File: src/hw/rtl/brld_pkg.sv
// shared types and constants for the byte run-length decoder
package brld_pkg;

  localparam logic [7:0] CODE_SPLIT  = 8'h80;
  localparam int         QUEUE_DEPTH = 4;

  localparam logic [1:0] ERR_NONE    = 2'd0;
  localparam logic [1:0] ERR_OVERRUN = 2'd1;
  localparam logic [1:0] ERR_SHORT   = 2'd2;

  typedef struct packed {
    logic [7:0] data_byte;
    logic       end_of_input;
  } in_item_t;

  typedef struct packed {
    logic [7:0] out_byte_0;
    logic [7:0] out_byte_1;
    logic [7:0] out_byte_2;
    logic [7:0] out_byte_3;
    logic [2:0] byte_count;
    logic [1:0] error_code;
    logic       image_done;
    logic       run_last;
  } out_item_t;

  // work handed from the front end to the back end
  typedef struct packed {
    logic [7:0] value;
    logic [7:0] count;
    logic [1:0] err;
    logic       done;
  } cmd_t;

endpackage

File: src/hw/rtl/byte_run_length_decoder_unit.sv
// top level of the byte run-length decoder
// path: the first word of a result is registered in the command queue, in the back-end work
// register and in the output register after the input byte that causes it is taken
// throughput: one input byte per cycle for literals and codes while the command queue has room;
// a repeat of n bytes becomes ceil(n / lanes) output words, one output word per cycle while
// out_ready is high, and the four-entry command queue fills before input stalls
// reset: synchronous, clears queue and output, image_size returns to 1
module byte_run_length_decoder_unit #(
  parameter int SIZE_BITS = 24,
  parameter int OUT_LANES = 4
) (
  input  logic                clk,
  input  logic                rst,
  input  logic                cfg_we,
  input  logic [23:0]         cfg_wdata,
  input  logic                in_valid,
  output logic                in_ready,
  input  brld_pkg::in_item_t  in_item,
  output logic                out_valid,
  input  logic                out_ready,
  output brld_pkg::out_item_t out_item
);

  localparam int LANES = (OUT_LANES < 1) ? 1 : ((OUT_LANES > 4) ? 4 : OUT_LANES);

  logic           push;
  logic           push_ready;
  brld_pkg::cmd_t push_cmd;
  logic           q_valid;
  logic           q_pop;
  brld_pkg::cmd_t q_cmd;

  brld_front #(.SIZE_BITS(SIZE_BITS)) u_front (
    .clk       (clk),
    .rst       (rst),
    .cfg_we    (cfg_we),
    .cfg_wdata (cfg_wdata),
    .in_valid  (in_valid),
    .in_ready  (in_ready),
    .in_item   (in_item),
    .cmd_valid (push),
    .cmd_ready (push_ready),
    .cmd       (push_cmd)
  );

  brld_queue u_queue (
    .clk        (clk),
    .rst        (rst),
    .push       (push),
    .push_ready (push_ready),
    .push_cmd   (push_cmd),
    .pop_valid  (q_valid),
    .pop        (q_pop),
    .pop_cmd    (q_cmd)
  );

  brld_back #(.OUT_LANES(OUT_LANES)) u_back (
    .clk       (clk),
    .rst       (rst),
    .cmd_valid (q_valid),
    .cmd_pop   (q_pop),
    .cmd       (q_cmd),
    .out_valid (out_valid),
    .out_ready (out_ready),
    .out_item  (out_item)
  );

`ifndef SYNTH
  a_count_in_lanes: assert property (@(posedge clk) disable iff (rst)
    out_valid |-> out_item.byte_count <= 3'(LANES))
    else $error("byte_count exceeds lane count");

  a_err_on_last: assert property (@(posedge clk) disable iff (rst)
    out_valid && out_item.error_code != brld_pkg::ERR_NONE |->
      out_item.run_last && out_item.image_done)
    else $error("error flagged on a word that is not the final one");

  a_done_on_last: assert property (@(posedge clk) disable iff (rst)
    out_valid && out_item.image_done |-> out_item.run_last)
    else $error("image_done set on a word that is not the final one");

  a_status_has_flag: assert property (@(posedge clk) disable iff (rst)
    out_valid && out_item.byte_count == 3'd0 |-> out_item.image_done)
    else $error("empty word without image_done");
`endif

endmodule

File: src/hw/rtl/brld_front.sv
// front end: parses code bytes, tracks image size, issues output commands
module brld_front #(
  parameter int SIZE_BITS = 24
) (
  input  logic               clk,
  input  logic               rst,
  input  logic               cfg_we,
  input  logic [23:0]        cfg_wdata,
  input  logic               in_valid,
  output logic               in_ready,
  input  brld_pkg::in_item_t in_item,
  output logic               cmd_valid,
  input  logic               cmd_ready,
  output brld_pkg::cmd_t     cmd
);

  localparam logic [1:0] PH_CODE    = 2'd0;
  localparam logic [1:0] PH_REPEAT  = 2'd1;
  localparam logic [1:0] PH_LITERAL = 2'd2;
  localparam logic [1:0] PH_DRAIN   = 2'd3;

  logic [23:0]          image_size;
  logic [1:0]           phase;
  logic [1:0]           phase_next;
  logic [7:0]           run_left;
  logic [7:0]           run_left_next;
  logic [SIZE_BITS-1:0] bytes_remaining;
  logic [SIZE_BITS-1:0] bytes_remaining_next;
  logic [SIZE_BITS-1:0] reload;
  logic [SIZE_BITS-1:0] cfg_reload;
  logic [31:0]          size_ext;
  logic [31:0]          cfg_ext;
  logic [7:0]           put;
  logic                 is_repeat;
  logic                 push;
  logic                 accepted;

  assign size_ext   = {8'd0, image_size};
  assign cfg_ext    = {8'd0, cfg_wdata};
  assign reload     = size_ext[SIZE_BITS-1:0];
  assign cfg_reload = cfg_ext[SIZE_BITS-1:0];

  assign in_ready  = cmd_ready;
  assign accepted  = in_valid && in_ready;
  assign cmd_valid = accepted && push;

  assign is_repeat = in_item.data_byte > brld_pkg::CODE_SPLIT;
  assign put = is_repeat ? (in_item.data_byte - 8'd127) : (in_item.data_byte + 8'd1);

  always_comb begin
    phase_next           = phase;
    run_left_next        = run_left;
    bytes_remaining_next = bytes_remaining;
    push                 = 1'b0;
    cmd.value            = in_item.data_byte;
    cmd.count            = 8'd0;
    cmd.err              = brld_pkg::ERR_NONE;
    cmd.done             = 1'b0;
    unique case (phase)
      PH_CODE: begin
        if (SIZE_BITS'(put) > bytes_remaining) begin
          push       = 1'b1;
          cmd.err    = brld_pkg::ERR_OVERRUN;
          cmd.done   = 1'b1;
          phase_next = PH_DRAIN;
        end else begin
          run_left_next = put;
          phase_next    = is_repeat ? PH_REPEAT : PH_LITERAL;
        end
      end
      PH_REPEAT: begin
        push                 = 1'b1;
        cmd.count            = run_left;
        bytes_remaining_next = bytes_remaining - SIZE_BITS'(run_left);
        run_left_next        = 8'd0;
        if (bytes_remaining_next == '0) begin
          cmd.done   = 1'b1;
          phase_next = PH_DRAIN;
        end else begin
          phase_next = PH_CODE;
        end
      end
      PH_LITERAL: begin
        push                 = 1'b1;
        cmd.count            = 8'd1;
        bytes_remaining_next = bytes_remaining - SIZE_BITS'(1);
        run_left_next        = run_left - 8'd1;
        if (run_left_next == 8'd0) phase_next = PH_CODE;
        if (bytes_remaining_next == '0) begin
          cmd.done      = 1'b1;
          run_left_next = 8'd0;
          phase_next    = PH_DRAIN;
        end
      end
      PH_DRAIN: begin
        push = 1'b0;
      end
    endcase
    if (in_item.end_of_input) begin
      // input ended with the image still open
      if (phase_next != PH_DRAIN) begin
        push     = 1'b1;
        cmd.err  = brld_pkg::ERR_SHORT;
        cmd.done = 1'b1;
      end
      phase_next           = PH_CODE;
      run_left_next        = 8'd0;
      bytes_remaining_next = reload;
    end
  end

  always_ff @(posedge clk) begin
    if (rst) begin
      image_size      <= 24'd1;
      phase           <= PH_CODE;
      run_left        <= 8'd0;
      bytes_remaining <= SIZE_BITS'(1);
    end else if (cfg_we) begin
      image_size      <= cfg_wdata;
      phase           <= PH_CODE;
      run_left        <= 8'd0;
      bytes_remaining <= cfg_reload;
    end else if (accepted) begin
      phase           <= phase_next;
      run_left        <= run_left_next;
      bytes_remaining <= bytes_remaining_next;
    end
  end

endmodule

File: src/hw/rtl/brld_queue.sv
// small command queue between front end and back end
module brld_queue #(
  parameter int DEPTH = brld_pkg::QUEUE_DEPTH
) (
  input  logic           clk,
  input  logic           rst,
  input  logic           push,
  output logic           push_ready,
  input  brld_pkg::cmd_t push_cmd,
  output logic           pop_valid,
  input  logic           pop,
  output brld_pkg::cmd_t pop_cmd
);

  localparam int AW = (DEPTH > 1) ? $clog2(DEPTH) : 1;

  brld_pkg::cmd_t entries [DEPTH];
  logic [AW-1:0]  wr_ptr;
  logic [AW-1:0]  rd_ptr;
  logic [AW:0]    count;
  logic           do_push;
  logic           do_pop;

  assign push_ready = count != (AW+1)'(DEPTH);
  assign pop_valid  = count != '0;
  assign pop_cmd    = entries[rd_ptr];
  assign do_push    = push && push_ready;
  assign do_pop     = pop && pop_valid;

  always_ff @(posedge clk) begin
    if (rst) begin
      wr_ptr <= '0;
      rd_ptr <= '0;
      count  <= '0;
    end else begin
      if (do_push) begin
        entries[wr_ptr] <= push_cmd;
        wr_ptr <= (wr_ptr == AW'(DEPTH - 1)) ? '0 : wr_ptr + AW'(1);
      end
      if (do_pop) begin
        rd_ptr <= (rd_ptr == AW'(DEPTH - 1)) ? '0 : rd_ptr + AW'(1);
      end
      if (do_push && !do_pop) begin
        count <= count + (AW+1)'(1);
      end else if (do_pop && !do_push) begin
        count <= count - (AW+1)'(1);
      end
    end
  end

endmodule

File: src/hw/rtl/brld_back.sv
// back end: expands commands into output words with a registered output
module brld_back #(
  parameter int OUT_LANES = 4
) (
  input  logic                clk,
  input  logic                rst,
  input  logic                cmd_valid,
  output logic                cmd_pop,
  input  brld_pkg::cmd_t      cmd,
  output logic                out_valid,
  input  logic                out_ready,
  output brld_pkg::out_item_t out_item
);

  localparam int LANES = (OUT_LANES < 1) ? 1 : ((OUT_LANES > 4) ? 4 : OUT_LANES);

  logic           work_valid;
  brld_pkg::cmd_t work;
  logic [7:0]     left;
  logic [2:0]     lane_cnt;
  logic           last;
  logic           emit;
  logic [7:0]     lane_byte [4];
  brld_pkg::out_item_t word;

  assign lane_cnt = (left < 8'(LANES)) ? left[2:0] : 3'(LANES);
  assign last     = left <= 8'(LANES);
  assign emit     = work_valid && (!out_valid || out_ready);
  assign cmd_pop  = cmd_valid && (!work_valid || (emit && last));

  always_comb begin
    for (int i = 0; i < 4; i++) begin
      lane_byte[i] = (3'(i) < lane_cnt) ? work.value : 8'd0;
    end
    word.out_byte_0 = lane_byte[0];
    word.out_byte_1 = lane_byte[1];
    word.out_byte_2 = lane_byte[2];
    word.out_byte_3 = lane_byte[3];
    word.byte_count = lane_cnt;
    // flags ride on the final word of a command only
    word.error_code = last ? work.err : brld_pkg::ERR_NONE;
    word.image_done = last && work.done;
    word.run_last   = last;
  end

  always_ff @(posedge clk) begin
    if (rst) begin
      work_valid <= 1'b0;
      out_valid  <= 1'b0;
    end else begin
      if (cmd_pop) begin
        work_valid <= 1'b1;
        work       <= cmd;
        left       <= cmd.count;
      end else if (emit && last) begin
        work_valid <= 1'b0;
      end else if (emit) begin
        left <= left - {5'd0, lane_cnt};
      end
      if (emit) begin
        out_valid <= 1'b1;
        out_item  <= word;
      end else if (out_ready) begin
        out_valid <= 1'b0;
      end
    end
  end

endmodule
File: config.mk
export PLATFORM = sky130hd
export DESIGN_NAME = byte_run_length_decoder_unit
export DESIGN_NICKNAME = d
export VERILOG_FILES = /design/src/hw/rtl/brld_pkg.sv /design/src/hw/rtl/byte_run_length_decoder_unit.sv /design/src/hw/rtl/brld_front.sv /design/src/hw/rtl/brld_queue.sv /design/src/hw/rtl/brld_back.sv
export SDC_FILE = /design/constraint.sdc
export NUM_CORES = 1
export LEC_CHECK = 0
export ABC_AREA = 1
export BUFFER_PORTS_ARGS = -buffer_cell sky130_fd_sc_hd__buf_2
export CAP_MARGIN = 25
export CORE_MARGIN = 1.5
export CORE_UTILIZATION = 61
export CTS_BUF_LIST = sky130_fd_sc_hd__clkbuf_16
export DETAILED_ROUTE_END_ITERATION = 8
export MAX_ROUTING_LAYER = met4
export PLACE_DENSITY = 0.81
export SLEW_MARGIN = 20
export SYNTH_ARGS = -nofsm -noshare
export SYNTH_HDL_FRONTEND = slang
export SYNTH_SLANG_ARGS = --single-unit
File: constraint.sdc
create_clock -name clk -period 5.47 [get_ports clk]
set_clock_uncertainty 0.05 [all_clocks]
set_input_delay 0.2735 -clock clk [delete_from_list [all_inputs] [get_ports clk]]
set_output_delay 0.2735 -clock clk [all_outputs]
set_load 0.01 [all_outputs]
[Word-level counts from Yosys, hierarchy flattened]
Memory sizes are Yosys's and may differ from the RTL's. A register that Yosys moved wholly into a read port is not among the register bits.
Index checks and enable logic that the tools add are counted.
Word-level totals
  flip-flop bits (word level): 125
  bits in writable memories: 76
  input bits: 38
  output and inout port bits: 41
  word-level logic and storage cells: 130
  memories kept: 1
Memory list
  u_queue.entries: depth 4, width 19, rd ports 1, clocked after memory_dff 1, wr ports 1, RTL line brld_queue.sv:17  | brld_pkg::cmd_t entries [DEPTH];
Cells by class
  add/subtract/negate cells: 10
  order comparisons: 8
  equality and inequality tests: 9
  multiplexer cells: 45
  bitwise operators: 1
  reductions and logical operators: 35
Operators with widths (number)
  2-to-1 mux 24 bit: 3
  2-to-1 mux 8 bit: 7
  logical NOT 24 bit: 2
  case mux 24 bit (2 select lines): 1
  greater-than comparator 8 x 24 -> 1 bit: 1
  case mux 8 bit (3 select lines): 1
  subtractor 24 x 1 -> 24 bit (second input constant): 1
  subtractor 24 x 8 -> 24 bit: 1
  2-to-1 mux 2 bit: 11
  case mux 8 bit (2 select lines): 1
  2-to-1 mux 3 bit: 5
  2-to-1 mux 1 bit: 13
  logical AND 1 bit: 10
  nonzero test 2 bit: 5
  adder 8 x 1 -> 8 bit (second input constant): 1
  equality test 2 bit (second input constant): 4
  greater-than comparator 8 bit (second input constant): 1
  <= comparator 8 x 3 -> 1 bit (second input constant): 1
  logical NOT 8 bit: 1
  less-than comparator 8 x 3 -> 1 bit (second input constant): 1
  nonzero test 4 bit: 2
  subtractor 8 x 1 -> 8 bit (second input constant): 1
  subtractor 8 x 3 -> 8 bit: 1
  subtractor 8 x 7 -> 8 bit (second input constant): 1
  18 further kinds: 32

[Longest topological paths before layout]
Gate-level depths: netlist (run 1).
  depth in word-level cells: 14
  mapped depth: 30
  gate-level depth less buffers: 30

[Cells and area by module]
A second synthesis (run 1) with hierarchy kept.
Unflattened totals
  cell total of the unflattened synthesis: 1315
  area total of the unflattened synthesis: 11075.6 um2
Modules (own cells, without submodules)
  brld_front: times used 1, cells an instance 862, area each 5292.6 um2, sequential area each 1161.1 um2
  brld_queue: times used 1, cells an instance 253, area each 3375.7 um2, sequential area each 2462.4 um2
  brld_back: times used 1, cells an instance 200, area each 2407.3 um2, sequential area each 1781.7 um2

[Worst setup path after synthesis (run 1)]
Ideal clock, no wire load.
  path type: flip-flop to flip-flop
  from: reg u_front.bytes_remaining[0]
  to: mem u_queue.entries[0][0] (netlist bit), enable pin
  library setup time: 0.419 ns
  arrival time: 3.655 ns
  required time: 5.001 ns
  setup slack: 1.347 ns
  stages on the path, launching flop included: 20
  buffers on the path: 0
  clock period less this slack: 4.123 ns
  path through: dfxtp_1 > inv_1 > ha_1 > fa_1 > inv_1 > nand4_1 > nand2_1 > nand2_1 > nand2_1 > xor2_1 > nor2_1 > nand3_1 > nor2_2 > nor2_1 > nor2_1 > nand2_1 > nand2_2 > nand2_4 > nand2_2 > nor3_1
On the way
  word-level cells in the longest chain between the ends: 12
  elaborated cells on any way between the ends: 19
  classes of those cells: 2 x add/sub; 1 x order compare; 1 x eq/ne; 11 x mux; 4 x reduce/logical
RTL lines
  start, declared: RTL line brld_front.sv:27  | logic [SIZE_BITS-1:0] bytes_remaining;
  start signal, assigned: RTL line brld_front.sv:122  | bytes_remaining <= cfg_reload;
  start signal, assigned: RTL line brld_front.sv:126  | bytes_remaining <= bytes_remaining_next;
  subtractor 24 x 1 -> 24 bit or subtractor 24 x 8 -> 24 bit (tied branches): RTL line brld_front.sv:86, brld_front.sv:74
  logical NOT 24 bit, on equally long branches: RTL line brld_front.sv:89, brld_front.sv:76
  2-to-1 mux 2 bit, on equally long branches: RTL line brld_front.sv:89, brld_front.sv:76
  case mux 2 bit (3 select lines): RTL line brld_front.sv:59  | unique case (phase)
  inequality test 2 bit: RTL line brld_front.sv:101  | if (phase_next != PH_DRAIN) begin
  2-to-1 mux 1 bit: RTL line brld_front.sv:101
  2-to-1 mux 1 bit (*): RTL line brld_front.sv:99  | if (in_item.end_of_input) begin
  logical AND 1 bit (*): RTL line brld_front.sv:45  | assign cmd_valid = accepted && push;
  logical AND 1 bit (*): RTL line brld_queue.sv:27  | assign do_push = push && push_ready;
  2-to-1 mux 1 bit (*): RTL line brld_queue.sv:36  | if (do_push) begin
  2-to-1 mux 1 bit (*): RTL line brld_queue.sv:31  | if (rst) begin
  2-to-1 mux 1 bit (implied by the code) (*): RTL line brld_queue.sv:37  | entries[wr_ptr] <= push_cmd;
  end, declared: RTL line brld_queue.sv:17
Mark *: on every way between the ends. The rest lies on a longest branch, timed or not.

[Worst setup path in the final report (run 1)]
  from: reg u_front.bytes_remaining[0]
  to: reg u_queue.count[1]
On the way
  word-level cells in the longest chain between the ends: 12
  elaborated cells on any way between the ends: 21
  classes of those cells: 2 x add/sub; 1 x order compare; 1 x eq/ne; 9 x mux; 8 x reduce/logical
RTL lines
  subtractor 24 x 1 -> 24 bit or subtractor 24 x 8 -> 24 bit (tied branches): RTL line brld_front.sv:86, brld_front.sv:74
  logical NOT 24 bit, on equally long branches: RTL line brld_front.sv:89, brld_front.sv:76
  2-to-1 mux 2 bit, on equally long branches: RTL line brld_front.sv:89, brld_front.sv:76
  case mux 2 bit (3 select lines): RTL line brld_front.sv:59
  inequality test 2 bit: RTL line brld_front.sv:101
  2-to-1 mux 1 bit: RTL line brld_front.sv:101
  2-to-1 mux 1 bit (*): RTL line brld_front.sv:99
  logical AND 1 bit (*): RTL line brld_front.sv:45
  logical AND 1 bit (*): RTL line brld_queue.sv:27
  named net u_queue.do_push: RTL line brld_queue.sv:21  | logic do_push;
  logical NOT 1 bit: RTL line brld_queue.sv:45  | end else if (do_pop && !do_push) begin
  logical AND 1 bit: RTL line brld_queue.sv:45
  nonzero test 2 bit (no line)
  end signal, assigned: RTL line brld_queue.sv:44  | count <= count + (AW+1)'(1);
  end signal, assigned: RTL line brld_queue.sv:46  | count <= count - (AW+1)'(1);
  end, declared: RTL line brld_queue.sv:20  | logic [AW:0] count;
The timed path passes the listed nets; every way through them passes the cells marked *.
A chain may end at the register's enable or synchronous reset.

==> results.toml, run 1 <==
[status]
run_status = "completed"

[finish]
drive_gt1_share_pct = 12.9
final_cell_mix = "nand2_1 (265), nor2_1 (200), inv_1 (142)"
final_common_cell = "nand2_1"
fillers = 1298
area_growth_pct = 13.0
diodes = 0
layout.nets = 1449
utilization_pct = 70.4

[critical_path]
crit_path_end = "u_queue.count[1]"
critPathRequiredTime_ns = 5.81
end_kind = "flip-flop"
worstRegToRegCells = 26
cp_slowest_stage_delay_ns = 0.41
r2r_start = "u_front.bytes_remaining[0]"
startpoint_type = "flip-flop"
cpMostUsedCell = "nand2_1"
critPathKind = "reg2reg"
critPathMaxFanout = 7
slowest_stage = "fa_1"
rr_endpoint = "u_queue.count[1]"
critPathLaunch = "u_front.bytes_remaining[0]"
worstPathArrival_ns = 4.40
rrSetupSlack_ns = 1.41

[cts]
clk_pin_slew_worst_paths_ns = 0.06
cts_resized = 0
post_cts_buffers = 0
clkLatencyLatePin_ns = 0.51
clock-sinks = 203
cts.path.max_buffers = 3
h-tree-depth = 1
numCtsBuffers = 22
cts_tree = "built"
hold_buffers = 3
cts_root_buf = "clkbuf_16"

[placement]
portBuffers = 78
dp_hpwl_um = 20900
pre_cts_ws_ns = 1.51
place.gp.congestion = 1.06

[sta]
fin_crit_sh_pct = 74.3
tightest_slew_ns = 1.01
fin_setup_tns_ns = 0
slew_headroom_pct = 32.6
maxSlewViolCount = 0
finalCriticalPeriod_ns = 4.06
layout_setup_ws_ns = 1.41
fmax_mhz = 246
finalHoldViolCount = 0
rsz0062_at_grt = "false"
setup_viol_count_final = 0

[logic_synthesis]
ys_ff_latch = 203
synth-edff-count = 134
synth_warnings = 0
synthFlopType = "edfxtp_1"
syn_area_mm2 = 0.0108
async_reset_ff_share_pct = 0
synth_nets = 1372
syn_avg_cell_area_um2 = 8.31
synthDistinctLibCells = 46
synth_seq_area_share_pct = 50.1
syn_inst = 1298

[floorplan]
io_pins = 79
row_count = 48
coreArea_mm2 = 0.0173
die_h_um = 136
dieArea_mm2 = 0.0185
die_w_um = 136
start_util_pct = 62.3

[routing]
ant_nets = 0
vias = 9594
wl_um = 29800
drt_iter0_drc = 1173
drcViolationCount = 0
viasPerCell = 5.94
wl_per_cell_um = 18.5
drtPass1Iterations = 5

[power_and_ir_drop]
power_density_mw_per_mm2 = 431
p_total_mw = 5.24
leakage_nw = 5.30
irDropWorstVdd_uv = 272

[min_path]
hold_class = "in2reg"

[global_route]
grt_pass1_vias = 8594
antenna_found_initial = 0
grt_pass1_wl_um = 46000
grt_max_degree = 46
track_usage_pct = 33.1
grt_overflow = 0

[flow_run]
maxCapViolCount = 0
-- cells in the mapped netlist (20+ instances only) --
master    instances  share of area [%]
o22ai_1          20                1.2
inv_1           141                4.9
nor2_1          202                7.0
a21boi_0         22                1.5
dfxtp_1          69                 13
edfxtp_1        134                 37
nand3_1          59                2.7
a21oi_1          61                2.8
nand4_1          24                1.4
o21ai_0          79                3.7
ha_1             34                3.9
nand2_1         265                9.2
clkbuf_1         37                1.3
nor3_1           20               0.93
xor2_1           20                1.6
-- power breakdown --
part,internal (mW),switching (mW),leakage [nW]
clock,0.859,0.613,0.360
combinational,0.519,1.17,3.10
sequential,1.91,0.165,1.84
total,3.29,1.95,5.30
-- worst min-delay path by stage --
| stage | endpoint | cells past startpoint | from | slack, ns |
|---|---|---|---|---|
| floorplan | u_queue.entries[0][11] | 0 | in_item[1] | 0.32 |
| global placement | u_front.image_size[0] | 2 | u_front.image_size[0] | 0.39 |
| detailed placement | u_front.image_size[0] | 2 | u_front.image_size[0] | 0.41 |
| CTS | u_queue.entries[2][16] | 1 | in_item[6] | 0.03 |
| global route | u_queue.entries[0][14] | 1 | in_item[4] | 0.04 |
| finish | u_queue.entries[2][16] | 1 | in_item[6] | 0.04 |
-- cell type report --
type                    count  area [um2]  area share, %
clock buffers              23         576           4.73
clock inverters            16         135           1.11
inverters                 153         574           4.72
multi-input cells         898        4650           38.2
flip-flops and latches    203        5410           44.4
well taps                 225         282           2.31
repair buffers             97         554           4.55
-- stage by stage --
step	area [um2]	cells	hold WS, ns
finish	12200	1615	0.0411
global route	12200	1615	0.0445
CTS	12100	1612	0.0295
detailed placement	11400	1570	0.407
global placement	11400	1570	0.392
floorplan	10800	1298	0.322
-- cells by family after synthesis --
| kind of cell | synth area share [%] |
|---|---|
| buf+inv | 7.06 |
| flops | 50.1 |
| other cells | 0.0348 |
| xor+xnor | 1.87 |
| simple gates | 24.1 |
| fa+ha+maj | 4.32 |
| compound gates | 12.5 |
-- flip-flops by register name, indices dropped and copies added (netlist names), named ones only --
register                 cells
u_queue.wr_ptr               2
u_back.out_item             39
u_front.bytes_remaining     24
u_back.left                  8
u_front.image_size          24
u_queue.entries             76
u_back.out_valid             1
u_front.run_left             8
u_back.work                 11
u_front.phase                2
u_queue.count                3
u_queue.rd_ptr               2
u_back.work_valid            1
-- routing by layer --
metal / track usage [%] / share of wire [%] / wire length (um)
met2: 52.8 / 47 / 13900
met1: 45.4 / 41 / 12200
met5: - / 0 / 0
met3: 3.69 / 10 / 2990
met4: 8.87 / 2.5 / 733
-- worst max-delay path: cells and delay by family (launching register included) --
kind                       cells  cell delay, ns
AOI/OAI and AO/OA              1            0.15
DFF                            1            0.38
and+or+nand+nor               17            1.76
adders and majority gates      4            1.20
buffers and inverters          4            0.40
Note: power is estimated with default switching activity, not from simulation.
==> run 2: changes to the inputs <==
--- a/config.mk
+++ b/config.mk
@@ -5,7 +5,7 @@
 export SDC_FILE = /design/constraint.sdc
 export NUM_CORES = 1
 export LEC_CHECK = 0
-export ABC_AREA = 1
+export ABC_AREA = 0
 export BUFFER_PORTS_ARGS = -buffer_cell sky130_fd_sc_hd__buf_2
 export CAP_MARGIN = 25
 export CORE_MARGIN = 1.5
==> constraint.sdc (replaced) <==
create_clock -name clk -period 3.8 [get_ports clk]
set_clock_uncertainty 0.05 [all_clocks]
set_input_delay 0.19 -clock clk [delete_from_list [all_inputs] [get_ports clk]]
set_output_delay 0.19 -clock clk [all_outputs]
set_load 0.01 [all_outputs]
==> run 2 against run 1 <==
Against the previous run:
- the run now ends with negative setup slack left
- clock power increased by 33%
- synthesized cell count fell by 26%
- power up 36%
==> results.toml, run 2 <==
[logic_synthesis]
synth_top_area_share_pct = 38.6
synth_seq_area_share_pct = 51.9
synthFlopType = "edfxtp_1"
async_reset_ff_share_pct = 0
synth_fa_ha_area_share_pct = 4.47
synthTopCellsByArea = "edfxtp_1 (39%), dfxtp_1 (13%), mux4_2 (4.1%), ha_1 (4.1%), a21oi_1 (3.2%)"
synth-edff-count = 134
synthDistinctLibCells = 81
syn_inst = 964
synth_area_leader_cell = "edfxtp_1"
synth_xor_area_share_pct = 2.44
yosysMostFrequentCell = "edfxtp_1"
syn_avg_cell_area_um2 = 10.8
ys_ff_latch = 203
synth_nets = 1038
synth_commonest_cells = "edfxtp_1 (134), nor2_1 (79), nand2_1 (78)"
synth-simple-area-share_pct = 17.3
yosys-mux-area-fraction_pct = 6.10
synth_warnings = 0
synth_compound_area_share_pct = 14.2
syn_area_mm2 = 0.0104
synth_top_family_by_area = "simple AND/OR/NAND/NOR gates"

[finish]
top_register = "u_queue.entries"
final_common_cell = "edfxtp_1"
layout.nets = 1242
drive_gt1_share_pct = 27.8
final_cells = 1402
top_regs = "u_queue.entries: 76 flops, u_back.out_item: 39 flops"
diodes = 0
area_growth_pct = 26.1
final_cell_mix = "edfxtp_1 (134), buf_4 (121), nor2_1 (79)"
largest_reg_flops = 76

[global_route]
grt_overflow = 0
antenna_found_initial = 0
grt_max_degree = 46
grt_pass1_vias = 8483
grt_pass1_wl_um = 46000
track_usage_pct = 34.3

[min_path]
hold_class = "in2reg"

[flow_run]
maxCapViolCount = 0

[routing]
drtPass1Iterations = 5
vias = 8702
highest_layer = "met4"
drt_iter0_drc = 832
wl_per_cell_um = 21.1
wl_um = 29500
drcViolationCount = 0
ant_nets = 0
met2_length_um = 15200
viasPerCell = 6.21
met3_length_um = 1850
met1_length_um = 11100

[placement]
dpl.cell_count = 1325
pre_cts_ws_ns = -0.454
dp_hpwl_um = 19700
portBuffers = 78
place.gp.congestion = 1.04

[sta]
setup_viol_count_final = 1
rsz0062_at_grt = "true"
layout_setup_ws_ns = -0.0958
fin_crit_sh_pct = 103
maxSlewViolCount = 0
fin_setup_tns_ns = -0.0958
finalCriticalPeriod_ns = 3.90
finalHoldViolCount = 0
slew_headroom_pct = 35.8
fmax_mhz = 257
tightest_slew_ns = 0.962
worst_hold_slack_ns = 0.0386

[status]
violations = "negative setup slack"
run_status = "complete, but fails checks"

[critical_path]
critPathMaxFanout = 4
critPathRequiredTime_ns = 4.18
critPathKind = "reg2reg"
startpoint_type = "flip-flop"
path_delay_family = "simple AND/OR/NAND/NOR gates"
cp_slowest_stage_delay_ns = 0.55
cp.buffers_inverters = 3
worstPathArrival_ns = 4.28
end_kind = "flip-flop"
slowest_stage = "or4_4"
path_cells = "inv_4, ha_4, or3b_4, nor3_4, xnor2_2, a41oi_2, a21o_1, or4_4, o22a_4, inv_2, ha_4, inv_2, fa_2, xor2_2, or3_1, a21oi_1"

[cts]
clk_pin_slew_worst_paths_ns = 0.06
numCtsBuffers = 21
clock-sinks = 203
cts.path.max_buffers = 3
cts_root_buf = "clkbuf_16"
clkLatencyLatePin_ns = 0.51
cts_tree = "built"
h-tree-depth = 1

[floorplan]
start_util_pct = 62.6
dieArea_mm2 = 0.0179
io_pins = 79
die_h_um = 134
coreArea_mm2 = 0.0166
die_w_um = 134
row_count = 47

[power_and_ir_drop]
power_density_mw_per_mm2 = 541
p_total_mw = 7.11
leakage_nw = 5.13
irDropWorstVdd_uv = 385
## run 2: kinds of logic after synthesis
kind of cell,after synthesis
AOI/OAI and AO/OA,221
xor gates and xnor gates,29
adders and majority gates,36
buffers and inverters,92
DFF,203
muxes,39
other,1
and+or+nand+nor,343
## run 2: per-layer routing
metal	vias up	GRT usage (%)
li1	3995	-
met1	4158	40.5
met2	451	60.0
met3	98	3.39
met4	0	14.3
met5	-	-
## run 2: worst paths after layout
check / from / to / slack [ns] / depth (start not counted)
worst max-delay path: u_front.run_left[0] / u_queue.count[2] / -0.1 / 16
worst min-delay path: cfg_we / u_front.bytes_remaining[18] / 0.04 / 2
worst max register to register: u_front.run_left[0] / u_queue.count[2] / -0.1 / 16
worst min register to register: u_front.image_size[7] / u_front.image_size[7] / 0.41 / 2
## run 2: layout make-up
type	count	area [um2]
Fill cell	985	3500
Inverter	40	173
Clock buffer	21	526
Tap cell	220	275
Sequential cell	203	5410
Clock inverter	16	108
Multi-Input combinational cell	669	4960
Timing Repair Buffer	233	1680
## run 2: where the power goes
group / switching (mW) / internal (mW)
registers: 0.247 / 2.70
logic: 1.19 / 1.02
clock network: 0.871 / 1.08
## run 2: repair_timing
item / CTS / global route
cloned: 0 / 0
pin swaps: 10 / 20
setup buffers: 4 / 6
endpoints found under the hold margin: 62 / 0
hold buffers: 30 / 0
endpoints found under the setup margin: 2 / 10
gates resized for setup: 23 / 28
## run 2: metrics by stage
step,utilization [%],area (um2)
2_1_floorplan,-,10500
3_3_place_gp,71.4,11900
3_5_place_dp,71.4,11900
4_1_cts,77.9,13000
5_1_grt,78.9,13100
6_report,78.9,13100
## run 2: worst register-to-register path, stage by stage (launching register included)
cell     delay (ns)
dfxtp_4        0.38
inv_4          0.07
ha_4           0.12
or3b_4         0.39
nor3_4         0.23
xnor2_2        0.19
a41oi_2        0.20
a21o_1         0.23
or4_4          0.55
o22a_4         0.22
inv_2          0.07
ha_4           0.13
inv_2          0.04
fa_2           0.34
xor2_2         0.18
or3_1          0.30
a21oi_1        0.14
